[config.mk]
export PLATFORM = sky130hd
export DESIGN_NAME = lis_length_stream
export DESIGN_NICKNAME = d
export VERILOG_FILES = /design/src/design/lisl_pkg.sv /design/src/design/lis_length_stream.sv /design/src/design/lisl_cell.sv
export VERILOG_INCLUDE_DIRS = /design/src /design/src/design
export SDC_FILE = /design/constraint.sdc
export NUM_CORES = 2
export LEC_CHECK = 0
export BUFFER_PORTS_ARGS = -buffer_cell sky130_fd_sc_hd__buf_2
export CAP_MARGIN = 20
export CORE_MARGIN = 2
export CORE_UTILIZATION = 55
export DETAILED_ROUTE_END_ITERATION = 7
export HOLD_SLACK_MARGIN = 0.15
export PLACE_DENSITY = 0.76
export SLEW_MARGIN = 30
export SYNTH_ARGS = -nofsm -noshare
export SYNTH_HDL_FRONTEND = slang
export SYNTH_SLANG_ARGS = --single-unit
[constraint.sdc]
create_clock -name clk -period 18.8 [get_ports clk]
set_clock_uncertainty 0.05 [all_clocks]
set_input_delay 0.94 -clock clk [delete_from_list [all_inputs] [get_ports clk]]
set_output_delay 0.94 -clock clk [all_outputs]
set_load 0.01 [all_outputs]
[src/design/assert_macros.svh]
// assertion macros shared by the design files
// no dependencies; define ASSERT_OFF to drop all checks
`ifndef ASSERT_MACROS_SVH
`define ASSERT_MACROS_SVH
`ifndef ASSERT_OFF
`define ASSERT_IMPLY(lbl, clk, rst_n, a, c) \
  lbl: assert property (@(posedge clk) disable iff (!rst_n) (a) |-> (c)) \
    else $error("assertion failed: same-cycle implication");
`define ASSERT_NEXT(lbl, clk, rst_n, a, c) \
  lbl: assert property (@(posedge clk) disable iff (!rst_n) (a) |=> (c)) \
    else $error("assertion failed: next-cycle implication");
`else
`define ASSERT_IMPLY(lbl, clk, rst_n, a, c)
`define ASSERT_NEXT(lbl, clk, rst_n, a, c)
`endif
`endif

[src/design/lisl_pkg.sv]
// shared constants and types for the increasing-run length block
// no dependencies
package lisl_pkg;

  localparam int MAX_LEN_DEF     = 64;
  localparam int VALUE_WIDTH_DEF = 32;

  // what one cell shows its upper neighbor
  typedef struct packed {
    logic occ;  // cell holds a live tail
    logic ge;   // live tail is >= the incoming value
  } lisl_link_t;

endpackage

[src/design/lis_length_stream.sv]
// Streaming longest strictly increasing subsequence length, by patience sorting.
// Depends on lisl_pkg, lisl_cell and assert_macros.svh.
//
// Accepts one value per clock and returns one result per request, in the cycle after it is
// taken, through a single output register; the request channel stalls only while that
// register holds a result that the far side stalls. The rate is set by the row of MAX_LEN
// tail cells, which all compare the value against their tails in the same cycle, and by
// the OR of their compare flags that decides between replace and append. A request marked
// last gets the final length and clears the length and overflow state. The tail cells need
// no clearing after reset: only cells below the current length are ever looked at.
module lis_length_stream #(
  parameter int MAX_LEN     = lisl_pkg::MAX_LEN_DEF,
  parameter int VALUE_WIDTH = lisl_pkg::VALUE_WIDTH_DEF,
  parameter int LEN_W       = $clog2(MAX_LEN + 1)
) (
  input  logic                   clk,
  input  logic                   rst_n,
  input  logic                   in_valid,
  output logic                   in_stall,
  input  logic [VALUE_WIDTH-1:0] in_value,
  input  logic                   in_last_item,
  output logic                   out_valid,
  input  logic                   out_stall,
  output logic [LEN_W-1:0]       out_lis_length,
  output logic                   out_overflow,
  output logic                   out_end_of_sequence
);

  `include "assert_macros.svh"

  logic [LEN_W-1:0] len_r, len_nxt;
  logic             ovf_r, ovf_nxt;
  logic             out_valid_r, out_valid_nxt;
  logic [LEN_W-1:0] out_len_r;
  logic             out_ovf_r;
  logic             out_eos_r;

  lisl_pkg::lisl_link_t link [MAX_LEN];
  logic [MAX_LEN-1:0]   ge_vec;
  logic [MAX_LEN-1:0]   sel_vec;

  logic             accept;
  logic             full;
  logic             any_ge;
  logic [LEN_W-1:0] len_upd;
  logic             ovf_upd;

  assign in_stall = out_valid_r && out_stall;
  assign accept   = in_valid && !in_stall;

  for (genvar i = 0; i < MAX_LEN; i++) begin : g_cell
    lisl_pkg::lisl_link_t prev;
    if (i == 0) begin : g_first
      assign prev = '{occ: 1'b1, ge: 1'b0};
    end else begin : g_rest
      assign prev = link[i-1];
    end
    lisl_cell #(
      .INDEX      (i),
      .VALUE_WIDTH(VALUE_WIDTH),
      .LEN_W      (LEN_W)
    ) u_cell (
      .clk      (clk),
      .value    (in_value),
      .wr_en    (accept),
      .run_len  (len_r),
      .prev_link(prev),
      .link     (link[i]),
      .sel      (sel_vec[i])
    );
    assign ge_vec[i] = link[i].ge;
  end

  assign full    = len_r == LEN_W'(MAX_LEN);
  assign any_ge  = |ge_vec;
  assign len_upd = (!any_ge && !full) ? len_r + LEN_W'(1) : len_r;
  assign ovf_upd = ovf_r || (!any_ge && full);

  always_comb begin
    len_nxt       = len_r;
    ovf_nxt       = ovf_r;
    out_valid_nxt = out_valid_r && out_stall;
    if (accept) begin
      len_nxt       = in_last_item ? '0 : len_upd;
      ovf_nxt       = in_last_item ? 1'b0 : ovf_upd;
      out_valid_nxt = 1'b1;
    end
  end

  always_ff @(posedge clk) begin
    if (!rst_n) begin
      len_r       <= '0;
      ovf_r       <= 1'b0;
      out_valid_r <= 1'b0;
    end else begin
      len_r       <= len_nxt;
      ovf_r       <= ovf_nxt;
      out_valid_r <= out_valid_nxt;
    end
  end

  always_ff @(posedge clk) begin
    if (accept) begin
      out_len_r <= len_upd;
      out_ovf_r <= ovf_upd;
      out_eos_r <= in_last_item;
    end
  end

  assign out_valid           = out_valid_r;
  assign out_lis_length      = out_len_r;
  assign out_overflow        = out_ovf_r;
  assign out_end_of_sequence = out_eos_r;

  `ASSERT_IMPLY(a_len_bound, clk, rst_n, 1'b1, len_r <= LEN_W'(MAX_LEN))
  `ASSERT_IMPLY(a_one_write, clk, rst_n, accept, $onehot0(sel_vec))
  `ASSERT_NEXT(a_last_clears, clk, rst_n, accept && in_last_item, len_r == '0 && !ovf_r)
  `ASSERT_IMPLY(a_ovf_full, clk, rst_n, out_valid_r && out_ovf_r,
                out_len_r == LEN_W'(MAX_LEN))

endmodule

[src/design/lisl_cell.sv]
// one tail cell of the patience-sorting chain
// depends on lisl_pkg
module lisl_cell #(
  parameter int INDEX       = 0,
  parameter int VALUE_WIDTH = lisl_pkg::VALUE_WIDTH_DEF,
  parameter int LEN_W       = 7
) (
  input  logic                   clk,
  input  logic [VALUE_WIDTH-1:0] value,
  input  logic                   wr_en,
  input  logic [LEN_W-1:0]       run_len,
  input  lisl_pkg::lisl_link_t   prev_link,
  output lisl_pkg::lisl_link_t   link,
  output logic                   sel
);

  logic [VALUE_WIDTH-1:0] tail_r;
  logic                   occ;
  logic                   ge;

  assign occ = LEN_W'(INDEX) < run_len;
  assign ge  = occ && ($signed(tail_r) >= $signed(value));

  assign link.occ = occ;
  assign link.ge  = ge;

  // first live tail >= value, or the first free slot when none is
  assign sel = !prev_link.ge && (occ ? ge : prev_link.occ);

  always_ff @(posedge clk) begin
    if (wr_en && sel) begin
      tail_r <= value;
    end
  end

endmodule
# == Word-level counts from Yosys, hierarchy flattened ==
# Index checks and enable logic that the tools add are counted.
# Widths: inputs -> output; s select.
# word_totals
word_cells,531
inputBits,37
reg_bits,2066
out_inout_bits,11
# classes
n_lt_le_gt_ge,128
eq_ne,1
add_sub_neg,1
muxes,68
reduce_logical,263
# ops
cell,count
$ge 32x32->1,64
$lt 6x7->1 const A,32
$logic_and 1x1->1,195
$lt 5x7->1 const A,16
$logic_not 1->1,66
$mux 1,66
$reduce_or 64->1,1
$lt 4x7->1 const A,8
$lt 3x7->1 const A,4
$lt 1x7->1 const A,2
$lt 2x7->1 const A,2
$mux 7,2
$add 7x1->7 const B,1
$eq 7x7->1 const B,1
$logic_or 1x1->1,1

# == Longest topological paths before layout ==
# logic_depth
word_depth,7
depth_mapped,14
mapped_depth_nobuf,13

# == Worst setup path before layout ==
# No wires, ideal clock.
# synth_timing
path_type,input to register
start,input in_value[25]
end,register g_cell[40].u_cell.tail_r[0] (enable)
path_buffers,0
setup_slack_ns,9.352
t_required_ns,18.155
t_arrival_ns,8.803
setup_ns,0.595
cell_stages,10
cell_sequence,inv_1 > ha_1 > a21o_1 > a21o_1 > a21oi_1 > nor2_1 > a2111oi_0 > xnor2_1 > nand2_1 > a2111oi_0
# synth_between
elab_chain_len,5
word_cells_on_any_way,8
cone_classes,order compare (2); mux (1); reduce/logical (5)
# synth_rtl
element,line_no,source
"start, declared",lis_length_stream.sv:20,"input logic [VALUE_WIDTH-1:0] in_value,"
$ge 32x32->1,lisl_cell.sv:22,assign ge = occ && ($signed(tail_r) >= $signed(value));
$logic_and 1x1->1,lisl_cell.sv:22,
$mux 1 / $logic_not 1->1 (equally long branches),lisl_cell.sv:28,assign sel = !prev_link.ge && (occ ? ge : prev_link.occ);
$logic_and 1x1->1 *,lisl_cell.sv:28,
$logic_and 1x1->1 *,lisl_cell.sv:31,if (wr_en && sel) begin
"end signal, assigned",lisl_cell.sv:32,tail_r <= value;
"end, declared",lisl_cell.sv:17,logic [VALUE_WIDTH-1:0] tail_r;
# Every way passes the cells marked *; elsewhere a longest branch is shown, timed or not.
# A chain may end at the register's enable or synchronous reset.

# == Worst setup path after layout ==
# layout_timing
start,input in_value[31]
end,register out_len_r[3] (netlist: out_lis_length[3]) (data pin)
# layout_between
elab_chain_len,6
word_cells_on_any_way,132
cone_classes,order compare (64); mux (1); reduce/logical (67)
# layout_rtl
element,line_no,source
$ge 32x32->1,lisl_cell.sv:22,
$logic_and 1x1->1,lisl_cell.sv:22,
$reduce_or 64->1 *,lis_length_stream.sv:75,assign any_ge = |ge_vec;
$logic_not 1->1 *,lis_length_stream.sv:76,assign len_upd = (!any_ge && !full) ? len_r + LEN_W'(1) : len_r;
$logic_and 1x1->1 *,lis_length_stream.sv:76,
$mux 7 *,lis_length_stream.sv:76,
via len_upd[3],lis_length_stream.sv:45,logic [LEN_W-1:0] len_upd;
"end signal, assigned",lis_length_stream.sv:104,out_len_r <= len_upd;
"end, declared",lis_length_stream.sv:34,logic [LEN_W-1:0] out_len_r;
# Mark *: on every way through the listed nets, which the timed path passes. The rest lies on a longest branch.

==> out/results.tsv <==
stage	metric	value	unit
outcome	status	finished, final reports clean	
yosys	Cells after Synth	7963	
routing	residual DRC count	0	
yosys	leading area contributor after synthesis	edfxtp_1	
global_routing	grt peak-use layer	met2	
yosys	most instantiated cells after synthesis	edfxtp_1 (2057), ha_1 (2050), a21oi_1 (833), nand2_1 (501), nand4_1 (379)	
clock_tree	clock root cell	clkbuf_16	
placed_design	Port Buffer Count	47	
timing	setup ws final	12250	ps
setup_path	CP Cell Sequence	buf_4 > inv_4 > buf_4 > buf_4 > ha_1 > nand4_1 > nor2_1 > a22o_1 > or4_1 > a311oi_1 > o2111ai_1 > nor4_1 > and4_1 > nor3b_1 > nand3_1 > xnor2_1	
placed_design	Placement Setup Slack	11650	ps
hold_path	worst hold path class	primary input to flop	
setup_path	Bufs and invs on worst path	4	
setup_path	Critical Path Max Stage Delay	750	ps
yosys	part of the Yosys area used for sequential elements	0.567	
floorplanning	I/O pin cnt	48	
clock_tree	Reg clk slew, reported paths	60	ps
floorplanning	Die ar.	202000	um2
setup_path	CP top delay family	simple AND/OR/NAND/NOR gates	
setup_path	slowest CP cell	nor3b_1	
floorplanning	Rows	163	
clock_tree	# H-tree levels	4	
yosys	Post-synth ARST share	0	
yosys	synth unique cells	83	
finish	nets	10500	
global_routing	vias in the first global route	75600	
yosys	most frequent cell after synthesis	edfxtp_1	
clock_tree	Hold Buf Count CTS	0	
floorplanning	die width	450	um
finish	area grow syn2layout	11.0	%
setup_path	Arrival @ worst endpoint	7110	ps
global_routing	total global routing overflow	0	
yosys	Synth area leaders	edfxtp_1 (57%), ha_1 (23%), a21oi_1 (3.8%)	
floorplanning	Initial Util	0.554	
timing	# setup viols final	0	
timing	setup repair after global routing missed its margin	false	
finish	fraction of layout instances using a drive strength above 1	0.0748	
setup_path	Setup CP Type	primary input to flop	
global_routing	initial antenna violation count	18	
routing	routed vias	75700	
finish	final non-filler cell total	11200	
yosys	Mapped Area	109000	um2
timing	Final Cycle Share	0.349	
global_routing	met2 usage	0.520	
yosys	main flop type after synthesis	edfxtp_1	
pwr	power density cells	83.0	nW/um2
routing	DRT Wirelength	332000	um
timing	fmax	153	MHz
routing	Vias per Instance	6.76	
setup_path	CP most frequent cell	buf_4	
yosys	flip-flop and latch count after synthesis	2066	
placed_design	post-DP HPWL	219000	um
yosys	post-synth net total	10100	
timing	Final Max Tran Viols	0	
placed_design	post-placement cell count	10800	
routing	Initial DRC Count	9092	
setup_path	Critical Path RT	19350	ps
yosys	top cell type's share of synthesized area	0.566	
yosys	Mean Syn Cell Area	13.7	um2
floorplanning	Die Ht	450	um
setup_path	Max FO, Critical Path	35	
timing	Final min period	6550	ps
clock_tree	Resize count post-CTS	0	
global_routing	first-pass GRT wire length	485000	um
clock_tree	Num CTS Buffers	211	
global_routing	GR Util All Layers	0.324	
yosys	Ys Warns	0	
yosys	number of flops mapped to enable cells by yosys	2057	
timing	final hold violation count	0	
clock_tree	worst skew pair latency	890	ps
clock_tree	CTS Sinks	2066	
global_routing	met3 Resource Use GR	0.0591	
timing	Slew @ Worst Pin	1080	ps
setup_path	reg2reg start	len_r[5]	
flow_run	total of max-cap violations	0	
finish	filler instances	14500	
routing	DRT antenna net count	0	
global_routing	largest net degree at the start of global routing	59	
routing	drt first pass iters	8	
routing	Routed WL per cell	29.6	um
finish	final core utilization	0.615	
clock_tree	TritonCTS clock tree	built	
hold_path	hold path start	in_valid	
setup_path	crit end category	flop	
floorplanning	Core Region	197000	um2
placed_design	routability congestion estimate from global placement	1.03	
setup_path	CP startpoint	in_value[31]	
pwr	Leak	46.8	nW
setup_path	CP Launch Type	primary input	
timing	setup tns final	0	ps
clock_tree	clk buf depth	3	
timing	max_slew headroom	0.278	
pwr	Max IR drop VDD	0.0866	mV
global_routing	met1 Track Usage GR	0.423	
clock_tree	Setup Buffers After CTS	0	
[final cells by class]
| class | instances | area [um2] | share of cell area |
|---|---|---|---|
| clock inverter | 128 | 1160 | 0.00958 |
| multi-input combinational | 5710 | 46900 | 0.387 |
| tap | 2640 | 3300 | 0.0272 |
| inverter | 151 | 654 | 0.00540 |
| antenna | 7 | 17.5 | 0.000144 |
| clock buffer | 259 | 5500 | 0.0454 |
| timing repair buffer | 230 | 1740 | 0.0144 |
| sequential | 2066 | 61900 | 0.511 |
[worst reg2reg max path, stage by stage (launching register included)]
cell,delay (ps)
dfxtp_1,950
nor4b_2,850
a21oi_1,290
nand3_1,170
o21ai_0,130
a311oi_1,690
o2111ai_1,260
nor4_1,710
and4_1,310
nor3b_1,750
nand3_1,230
xnor2_1,170
[where the power goes]
part / total [mW] / leakage [nW] / internal [mW] / switching [mW]
registers: 5.08 / 18.6 / 5.07 / 0.00490
logic: 0.848 / 25.0 / 0.247 / 0.601
clock network: 4.14 / 3.22 / 2.31 / 1.83
[registers in the layout (all words and copies together) (netlist names)]
| register | count |
|---|---|
| out_valid | 1 |
| out_end_of_sequence | 1 |
| ovf_r | 1 |
| out_overflow | 1 |
| out_lis_length | 7 |
| g_cell.u_cell.tail_r | 2048 |
| len_r | 7 |
[cell families (layout without fill, tap and decap cells)]
kind of cell / count (synthesis) / in the layout / share of synthesized area
AOI/OAI and AO/OA: 1813 / 1813 / 0.102
xor gates and xnor gates: 39 / 39 / 0.00313
adders and majority gates: 2050 / 2050 / 0.235
buffers and inverters: 187 / 768 / 0.00648
DFF: 2066 / 2066 / 0.567
muxes: 11 / 11 / 0.00104
other: 0 / 7 / 0
and+or+nand+nor: 1797 / 1797 / 0.0846
[final timing paths]
| kind | end | slack (ps) | depth (start not counted) |
|---|---|---|---|
| worst max-delay path | out_lis_length[3] | 12250 | 16 |
| worst min-delay path | out_valid | 270 | 2 |
| worst max register to register | out_lis_length[3] | 12990 | 11 |
| worst min register to register | out_overflow | 510 | 1 |
[placed cells by master, fill, tap and decap left out, types with 209 or more instances in the layout]
| master | n |
|---|---|
| edfxtp_1 | 2057 |
| ha_1 | 2050 |
| a21oi_1 | 831 |
| nand2_1 | 500 |
| nand4_1 | 379 |
| o21ai_0 | 282 |
| nor2_1 | 233 |
| clkbuf_16 | 213 |
| a21o_1 | 209 |
| buf_4 | 209 |
[per-stage QoR]
stage	hold slack, ps	cell area, um2	total power, mW
floorplan	447	109000	5.60
global placement	463	114000	5.95
detailed placement	481	114000	6.00
CTS	223	121000	10.1
global route	275	121000	10.3
finish	267	121000	10.1
[routing by layer]
| metal | routed length [um] | part of all wire | vias to the layer above |
|---|---|---|---|
| met4 | 18800 | 0.057 | 12 |
| met5 | 73 | 0.00022 | - |
| li1 | - | - | 33000 |
| met2 | 152000 | 0.46 | 4296 |
| met3 | 35300 | 0.11 | 969 |
| met1 | 126000 | 0.38 | 37400 |
Power figures use the tool's default switching activity.
